<file path="src/design/dpt_pkg.sv">
`default_nettype none
// ----------------------------------------------------------------------------
// dpt_pkg
// Shared types and constants for the deterministic primality tester: the
// witness table, controller states and the command/status bundles.
// ----------------------------------------------------------------------------
package dpt_pkg;

    localparam int NUM_WIT  = 12;
    localparam int WIT_BITS = 6;
    localparam int WIDX_W   = 4;

    typedef logic [WIT_BITS-1:0] wit_t;

    localparam wit_t WITNESS [0:NUM_WIT-1] = '{
        6'd2, 6'd3, 6'd5, 6'd7, 6'd11, 6'd13, 6'd17, 6'd19, 6'd23, 6'd29, 6'd31, 6'd37
    };

    typedef enum logic [1:0] {
        MUL_ACC,
        MUL_BASE,
        MUL_SQX
    } mul_sel_t;

    typedef enum logic [3:0] {
        ST_IDLE,
        ST_SCREEN,
        ST_MOD3,
        ST_SPLIT,
        ST_WSEL,
        ST_PBIT,
        ST_PACC,
        ST_PSQ,
        ST_PSQW,
        ST_CHECK,
        ST_SQLOOP,
        ST_SQWAIT,
        ST_SQCHK,
        ST_DONE
    } state_t;

    typedef struct packed {
        logic     load_n;
        logic     mod3_init;
        logic     mod3_step;
        logic     split_init;
        logic     split_step;
        logic     wit_init;
        logic     wit_next;
        logic     pow_init;
        logic     e_shift;
        logic     mul_start;
        mul_sel_t mul_sel;
        logic     x_wr;
        logic     base_wr;
        logic     k_init;
        logic     k_inc;
    } cmd_t;

    typedef struct packed {
        logic n_lt2;
        logic n_two_three;
        logic n_even;
        logic n_lt9;
        logic scan_zero;
        logic m3_zero;
        logic d_odd;
        logic wit_end;
        logic wit_ge_n;
        logic e_zero;
        logic e_lsb;
        logic e_last;
        logic x_one;
        logic x_nm1;
        logic k_ge_r;
        logic mul_done;
    } sts_t;

endpackage
`default_nettype wire

</file>
<file path="src/design/dpt_ctrl.sv">
`default_nettype none
// ----------------------------------------------------------------------------
// dpt_ctrl
// Sequencer of the test: screening, residue scan, split of n-1, witness loop,
// exponentiation and squarings, plus the result register.
// ----------------------------------------------------------------------------
module dpt_ctrl (
    input  wire logic          clk,
    input  wire logic          rst_n,
    input  wire logic          in_valid,
    output logic               in_stall,
    output logic               out_valid,
    input  wire logic          out_stall,
    output logic               prime_flag,
    input  wire dpt_pkg::sts_t sts,
    output dpt_pkg::cmd_t      cmd
);

    dpt_pkg::state_t state_reg, state_next;
    logic            verdict_reg, verdict_next;
    logic            out_valid_reg, out_valid_next;
    logic            flag_reg;
    logic            out_load;

    assign in_stall   = state_reg != dpt_pkg::ST_IDLE;
    assign out_valid  = out_valid_reg;
    assign prime_flag = flag_reg;

    always_comb
    begin
        state_next = state_reg;
        case (state_reg)
            dpt_pkg::ST_IDLE:
            begin
                if (in_valid)
                begin
                    state_next = dpt_pkg::ST_SCREEN;
                end
            end
            dpt_pkg::ST_SCREEN:
            begin
                if (sts.n_lt2 || sts.n_two_three || sts.n_even || sts.n_lt9)
                begin
                    state_next = dpt_pkg::ST_DONE;
                end
                else
                begin
                    state_next = dpt_pkg::ST_MOD3;
                end
            end
            dpt_pkg::ST_MOD3:
            begin
                if (sts.scan_zero)
                begin
                    state_next = sts.m3_zero ? dpt_pkg::ST_DONE : dpt_pkg::ST_SPLIT;
                end
            end
            dpt_pkg::ST_SPLIT:
            begin
                if (sts.d_odd)
                begin
                    state_next = dpt_pkg::ST_WSEL;
                end
            end
            dpt_pkg::ST_WSEL:
            begin
                if (sts.wit_end)
                begin
                    state_next = dpt_pkg::ST_DONE;
                end
                else if (!sts.wit_ge_n)
                begin
                    state_next = dpt_pkg::ST_PBIT;
                end
            end
            dpt_pkg::ST_PBIT:
            begin
                if (sts.e_zero)
                begin
                    state_next = dpt_pkg::ST_CHECK;
                end
                else if (sts.e_lsb)
                begin
                    state_next = dpt_pkg::ST_PACC;
                end
                else
                begin
                    state_next = dpt_pkg::ST_PSQ;
                end
            end
            dpt_pkg::ST_PACC:
            begin
                if (sts.mul_done)
                begin
                    state_next = dpt_pkg::ST_PSQ;
                end
            end
            dpt_pkg::ST_PSQ:
            begin
                state_next = sts.e_last ? dpt_pkg::ST_CHECK : dpt_pkg::ST_PSQW;
            end
            dpt_pkg::ST_PSQW:
            begin
                if (sts.mul_done)
                begin
                    state_next = dpt_pkg::ST_PBIT;
                end
            end
            dpt_pkg::ST_CHECK:
            begin
                if (sts.x_one || sts.x_nm1)
                begin
                    state_next = dpt_pkg::ST_WSEL;
                end
                else
                begin
                    state_next = dpt_pkg::ST_SQLOOP;
                end
            end
            dpt_pkg::ST_SQLOOP:
            begin
                state_next = sts.k_ge_r ? dpt_pkg::ST_DONE : dpt_pkg::ST_SQWAIT;
            end
            dpt_pkg::ST_SQWAIT:
            begin
                if (sts.mul_done)
                begin
                    state_next = dpt_pkg::ST_SQCHK;
                end
            end
            dpt_pkg::ST_SQCHK:
            begin
                state_next = sts.x_nm1 ? dpt_pkg::ST_WSEL : dpt_pkg::ST_SQLOOP;
            end
            dpt_pkg::ST_DONE:
            begin
                if (!out_valid_reg || !out_stall)
                begin
                    state_next = dpt_pkg::ST_IDLE;
                end
            end
            default:
            begin
                state_next = dpt_pkg::ST_IDLE;
            end
        endcase
    end

    always_comb
    begin
        cmd          = '0;
        cmd.mul_sel  = dpt_pkg::MUL_ACC;
        verdict_next = verdict_reg;
        out_load     = 1'b0;
        case (state_reg)
            dpt_pkg::ST_IDLE:
            begin
                cmd.load_n = in_valid;
            end
            dpt_pkg::ST_SCREEN:
            begin
                cmd.mod3_init = 1'b1;
                if (sts.n_lt2)
                begin
                    verdict_next = 1'b0;
                end
                else if (sts.n_two_three)
                begin
                    verdict_next = 1'b1;
                end
                else if (sts.n_even)
                begin
                    verdict_next = 1'b0;
                end
                else
                begin
                    verdict_next = 1'b1;
                end
            end
            dpt_pkg::ST_MOD3:
            begin
                cmd.mod3_step  = !sts.scan_zero;
                cmd.split_init = sts.scan_zero;
                if (sts.scan_zero)
                begin
                    verdict_next = 1'b0;
                end
            end
            dpt_pkg::ST_SPLIT:
            begin
                cmd.split_step = !sts.d_odd;
                cmd.wit_init   = sts.d_odd;
            end
            dpt_pkg::ST_WSEL:
            begin
                if (sts.wit_end)
                begin
                    verdict_next = 1'b1;
                end
                else if (sts.wit_ge_n)
                begin
                    cmd.wit_next = 1'b1;
                end
                else
                begin
                    cmd.pow_init = 1'b1;
                end
            end
            dpt_pkg::ST_PBIT:
            begin
                cmd.mul_sel   = dpt_pkg::MUL_ACC;
                cmd.mul_start = !sts.e_zero && sts.e_lsb;
            end
            dpt_pkg::ST_PACC:
            begin
                cmd.x_wr = sts.mul_done;
            end
            dpt_pkg::ST_PSQ:
            begin
                // The last exponent bit needs no further squaring of the base.
                cmd.e_shift   = 1'b1;
                cmd.mul_sel   = dpt_pkg::MUL_BASE;
                cmd.mul_start = !sts.e_last;
            end
            dpt_pkg::ST_PSQW:
            begin
                cmd.base_wr = sts.mul_done;
            end
            dpt_pkg::ST_CHECK:
            begin
                cmd.wit_next = sts.x_one || sts.x_nm1;
                cmd.k_init   = !(sts.x_one || sts.x_nm1);
            end
            dpt_pkg::ST_SQLOOP:
            begin
                cmd.mul_sel   = dpt_pkg::MUL_SQX;
                cmd.mul_start = !sts.k_ge_r;
                if (sts.k_ge_r)
                begin
                    verdict_next = 1'b0;
                end
            end
            dpt_pkg::ST_SQWAIT:
            begin
                cmd.x_wr  = sts.mul_done;
                cmd.k_inc = sts.mul_done;
            end
            dpt_pkg::ST_SQCHK:
            begin
                cmd.wit_next = sts.x_nm1;
            end
            dpt_pkg::ST_DONE:
            begin
                out_load = !out_valid_reg || !out_stall;
            end
            default:
            begin
                out_load = 1'b0;
            end
        endcase
    end

    assign out_valid_next = out_load || (out_valid_reg && out_stall);

    always_ff @(posedge clk or negedge rst_n)
    begin
        if (!rst_n)
        begin
            state_reg     <= dpt_pkg::ST_IDLE;
            out_valid_reg <= 1'b0;
        end
        else
        begin
            state_reg     <= state_next;
            out_valid_reg <= out_valid_next;
        end
    end

    always_ff @(posedge clk)
    begin
        verdict_reg <= verdict_next;
        if (out_load)
        begin
            flag_reg <= verdict_reg;
        end
    end

endmodule
`default_nettype wire

</file>
<file path="config.mk">
export PLATFORM = sky130hd
export DESIGN_NAME = dpt_ctrl
export DESIGN_NICKNAME = d
export VERILOG_FILES = /design/src/design/dpt_pkg.sv /design/src/design/dpt_ctrl.sv
export SDC_FILE = /design/constraint.sdc
export NUM_CORES = 1
export LEC_CHECK = 0
export BUFFER_PORTS_ARGS = -buffer_cell sky130_fd_sc_hd__buf_2
export CELL_PAD_IN_SITES_DETAIL_PLACEMENT = 1
export CELL_PAD_IN_SITES_GLOBAL_PLACEMENT = 2
export CORE_UTILIZATION = 25
export CTS_BUF_LIST = sky130_fd_sc_hd__clkbuf_2 sky130_fd_sc_hd__clkbuf_4 sky130_fd_sc_hd__clkbuf_8
export CTS_CLUSTER_DIAMETER = 80
export DETAILED_ROUTE_END_ITERATION = 6
export PLACE_DENSITY_LB_ADDON = 0.08
export SLEW_MARGIN = 0
export SYNTH_ARGS = -nofsm -noshare
export SYNTH_HDL_FRONTEND = slang
export SYNTH_SLANG_ARGS = --single-unit
</file>
<file path="constraint.sdc">
create_clock -name clk -period 2.26 [get_ports clk]
set_input_delay 0.113 -clock clk [delete_from_list [all_inputs] [get_ports clk]]
set_output_delay 0.113 -clock clk [all_outputs]
set_load 0.005 [all_outputs]
</file>
# After elaboration in Yosys (flattened, before gate mapping)
# Index checks and enable logic that the tools add are counted.
[totals]
mem_bits_rw = 0
mem_count = 0
word_cells = 90
latch_bits = 0
rom_bits = 0
register_bits = 7
[classes]
eq_ne = 23
shift = 0
n_div = 0
order_cmp = 0
add_sub_neg = 0
reduce_logical = 22
n_mux = 41
mul = 0
n_bitwise = 0
[ops]
columns = ["op", "count"]
rows = [
  ["4-bit two-way mux", 14],
  ["4-bit one-hot mux with 14 select lines", 1],
  ["4-bit == test (second input constant)", 6],
  ["1-bit two-way mux", 19],
  ["2-bit inequality test (second input constant)", 9],
  ["4-bit by 3-bit == test with 1-bit output (second input constant)", 4],
  ["3-bit one-hot mux with 3 select lines", 1],
  ["4-bit by 2-bit == test with 1-bit output (second input constant)", 2],
  ["1-bit zero test", 8],
  ["8-bit AND reduction", 1],
  ["4-bit nonzero test", 2],
  ["1-bit logical OR", 6],
  ["2-bit two-way mux", 3],
  ["4-bit by 1-bit == test with 1-bit output (second input constant)", 1],
  ["4-bit zero test", 1],
  ["1-bit one-hot mux with 4 select lines", 1],
  ["4-bit AND reduction", 1],
  ["3-bit two-way mux", 1],
  ["3-bit inequality test (second input constant)", 1],
  ["1-bit one-hot mux with 3 select lines", 1],
  ["1-bit logical AND", 2],
  ["2-bit OR reduction", 1],
]

# Logic depth before layout (Yosys ltp)
[depth]
word_depth = 5
mapped_depth = 7
depth_no_buf = 5

# Least setup slack after synthesis
# No wires, ideal clock.
[synth_path]
kind = "flip-flop to flip-flop"
startpoint = "reg state_reg[1]"
endpoint = "reg state_reg[0]"
arrival_ns = 1.602
synth_period_minus_slack_ns = 1.728
path_stages_with_launch = 7
slack_ns = 0.532
cell_sequence = "dfrtp_1 > buf_6 > or2_4 > or4_4 > o2111ai_4 > a221oi_2 > a221o_1"
[synth_between]
elab_chain_len = 3
elab_cells_between_ends = 24
[synth_rtl]
columns = ["item", "line", "source"]
rows = [
  ["start: declaration", "dpt_ctrl.sv:19", "dpt_pkg::state_t state_reg, state_next;"],
  ["start signal: assignment", "dpt_ctrl.sv:269", "state_reg <= dpt_pkg::ST_IDLE;"],
  ["start signal: assignment", "dpt_ctrl.sv:274", "state_reg <= state_next;"],
  ["4-bit by 3-bit == test with 1-bit output, or another cell as far along", "dpt_ctrl.sv:32", "case (state_reg)"],
  ["3-bit inequality test (no line) / 2-bit inequality test (equally long branches)", "n/a", ""],
  ["8-bit AND reduction (no line)", "n/a", ""],
]
# Several ways; a longest one is shown, not always the timed one.
# A chain may end at the register's enable or synchronous reset.

==> summary.md <==
| Metric | Value |
|---|---|
| Synthesized flop and latch total | 7 |
| Proportion of synthesized chip area in sequential cells | a little under a quarter |
| Timing-limited maximum frequency | 505 MHz |
| Crit-path max FO | 14 |
| Relative contribution of combinational cells to total power | just under 70% |
| Endpoint of the worst-slack reg-to-reg timing path | state_reg[3] |
| Initial detailed-routing violation count | 35 |
| Clock Latency Late Sink | around 0.26 ns |
| Number of stages on the worst hold path | 3 |
| Final Cell Area | roughly 0.0011 mm² |
| Via count | about 1000 |
| Top area cells in the synthesized netlist | dfrtp_1 15%, edfxtp_1 7.3%, nand2_1 6.0% |
| Routed Wire Length | approximately 3100 µm |
| Standard-cell row count | 20 |
| Gate Count Post-Synth | approximately 110 |
| Number of global-route vias before repair | roughly 1000 |
| DRC errors left | 0 |
| Slowest cell delay on critical path | roughly 0.58 ns |
| Net switching share of the total power | between 40% and 50% |
| Max FFs per register | 4 |
| Primary flip-flop cell chosen by synthesis mapping | dfrtp_1 |
| CTS clk-pin slew, worst paths | about 0.06 ns |
| Cell internal power dissipation | 705 µW |
| Min-Delay Startpoint | out_stall |
| Std-Cell Core Area | 0.00308 mm² |
| Post-detailed-route via-to-cell ratio | 5.31 |
| RSZ-0062 raised after global routing | false |
| Top cell type's share of synthesized area | around 15% |
| Final Power | 1.38 mW |
| Number of filler instances in the final layout | slightly above 400 |
| Total negative slack | 0 ns |
| Final critical-path required period | between 1.5 and 2 ns |
| Endpoint with the worst hold slack | out_valid |
| Adder-cell share of the synthesized area | 0% |
| Largest voltage drop on the vdd net | between 300 and 400 µV |
| Cell repeated most along the worst path | buf_4 |
| Antenna Diode Count | 0 |
| Share of cell area taken by muxes after synthesis | 2.45% |
| Number of max-cap violations | 0 |
| Final ANT Viol Nets | 0 |
| Deepest level of the CTS H-tree | 1 |
| Slew at the pin closest to its max-slew limit | 0.436 ns |
| Number of top-level pins | 39 |
| Total of buffers placed on input and output ports | 38 |
| Ratio of cells with drive above 1 in the final layout | between 30% and 40% |
| Clock Tree Root | clkbuf_4 |
| Syn_nets | 127 |
| Initial Utilization | 26.6% |
| Final net count | 170 |
| Worst hold path type | in2reg |
| Compound-Gate Fraction of Synth Area | 30.7% |
| Post-Synth XOR/XNOR Area | 1.07% |
| Launch point of the worst reg-to-reg path | state_reg[0] |
| Pwr dens | roughly 1200 mW/mm² |
| Vert. Die Dim | 59.2 µm |
| Number of detailed-routing iterations run before antenna repair | 4 |
| Width of the die | ~60 µm |
| CP required | between 2 and 2.5 ns |
| Switching component of the power | between 600 and 700 µW |
| Synthesized area | between 800 and 900 µm² |
| Most frequent standard cell in the layout excluding fill and tap cells | buf_2 |
| P&R area growth vs syn | 36.2% |
| Fin. Hold Viols | 0 |
| Final slew viol count | 0 |
| Share of synthesized flip-flops with an asynchronous set or reset | slightly above 70% |
| Worst R2R Setup Slack | roughly 0.33 ns |
| CTS sink cnt | 7 |
| Placer congestion estimate | between 0.7 and 0.8 |
| Number of cells traversed by the worst register-to-register path | 6 |
| Critical Path Slowest Stage Cell | dfrtp_1 |
| Antenna violations before repair | 0 |
| Cell breakdown of the critical path | buf_4 -> nand2b_1 -> buf_4 -> or3_1 -> o21ai_0 -> buf_2 |
| Number of buffers created by CTS | 3 |
| Main combinational cell family by area after synthesis | simple AND/OR/NAND/NOR gates |
| Yosys warns | 0 |
| Worst slew margin relative to its limit | slightly above 70% |
| Worst path arrival time | 1.87 ns |
| Relative contribution of sequential cells to total power | about a fifth |
| CTS Buffer Depth | 2 |
| Total routing usage reported by global routing | about a fifth |
| Type of origin of the critical path | flip-flop |
| Die Outline Area | around 0.0035 mm² |
| Number of endpoints failing setup at the final stage | 0 |
| Post-route clock period utilization | ~90% |
| Global-route wire length before repair | just over 5000 µm |
| Pin count of the biggest net entering global routing | 16 |
| Final Skew | 0.00162 ns |
| Commonest cells after routing, fill and taps aside | 38 x buf_2, 13 x nand2_1, 10 x nor2_1 |
| TritonCTS clock tree | built |
| Leakage | 0.541 nW |
| Crit path kind | reg2out |
| Number of enable-type register cells in the synthesized netlist | 2 |
| Worst slack after detailed placement | between 0.3 and 0.4 ns |
| Crit end category | output pin |
| Worst Setup Slack, final | around 0.28 ns |
| Detailed-placement wirelength estimate | 2450 µm |
| Basic-gate share of the synthesized area counting and, or, nand and nor cells | between 30% and 40% |
| Setup repair bufs after CTS | 0 |
| Top cell type by total area after synthesis | dfrtp_1 |
| Overflow after GRT | 0 |
| Result of the run | finished clean |
| Share of power burned in the clock network | under 10% |
| Placed cell area | approximately 0.0011 mm² |
| Post-synthesis area per instance | around 7.6 µm² |
| Post-DR wirelength/cell | 16.0 µm |
| Number of distinct library cell variants in the gate-level netlist after synthesis | 45 |
critical path: cells and delay by family (launching register included):
family,cells,cell delay [ns]
buf+inv,3,0.54
flops,1,0.58
simple gates,2,0.40
compound gates,1,0.08
metal layers:
layer / track usage (%) / share of wire, % / up-vias
li1: - / - / 487
met1: 26.4 / 46 / 494
met2: 31.9 / 48 / 42
met3: 4.15 / 5.5 / 2
met4: 3.40 / 0.71 / 0
met5: 0 / 0 / -
metrics by stage:
stage	util [%]	hold WS, ns	cells
finish	36.2	0.109	193
global route	36.2	0.130	193
CTS	36.2	0.108	193
detailed placement	34.9	-0.0599	188
global placement	34.9	-0.0632	188
floorplan	-	-0.183	107
Yosys cell counts (all sizes together), types with 2 or more instances:
library cell   n
nand2         13
nor2          10
buf            8
o21ai          8
dfrtp          5
a21oi          4
a31oi          4
nand2b         4
nor2b          4
nor4           4
and3           3
or4            3
a21o           2
a221oi         2
and4           2
edfxtp         2
inv            2
mux2i          2
nor3b          2
o211ai         2
or3            2
power by group through the flow:
stage	clock network (mW)	registers [mW]	logic, mW
after global routing	0.145	0.300	1.06
after global placement	0	0.289	0.953
after CTS	0.133	0.288	0.959
after detailed placement	0	0.289	0.955
final	0.131	0.290	0.959
after floorplan	0	0.231	0.694
layout make-up:
class	instances	area (µm²)	share of cell area, %
flip-flops and latches	7	185	16.6
clock buffers	4	30.0	2.69
repair buffers	47	260	23.3
multi-input cells	88	573	51.4
well taps	44	55.1	4.94
inverters	3	11.3	1.01
worst max-delay path by stage:
| stage | cells past startpoint | from | slack [ns] | end |
|---|---|---|---|---|
| 3_3_place_gp | 5 | state_reg[1] | 0.38 | state_reg[0] |
| 2_1_floorplan | 6 | state_reg[1] | 0.53 | state_reg[0] |
| 5_1_grt | 6 | state_reg[1] | 0.13 | cmd[6] |
| 3_5_place_dp | 5 | state_reg[1] | 0.36 | state_reg[0] |
| 4_1_cts | 6 | state_reg[1] | 0.28 | cmd[6] |
| 6_report | 6 | state_reg[1] | 0.28 | cmd[6] |
kinds of logic (layout without fill, tap and decap cells):
kind of cell    after synthesis  after routing
compound gates               33             33
xor+xnor                      1              1
buf+inv                      12             54
flops                         7              7
mux                           2              2
simple gates                 52             52
timing repair:
item / in CTS / in global routing
hold endpoints to repair: 5 / 0
resized for setup: 0 / 0
hold buffers: 1 / 0
No activity file was read; power rests on OpenSTA's default activity.
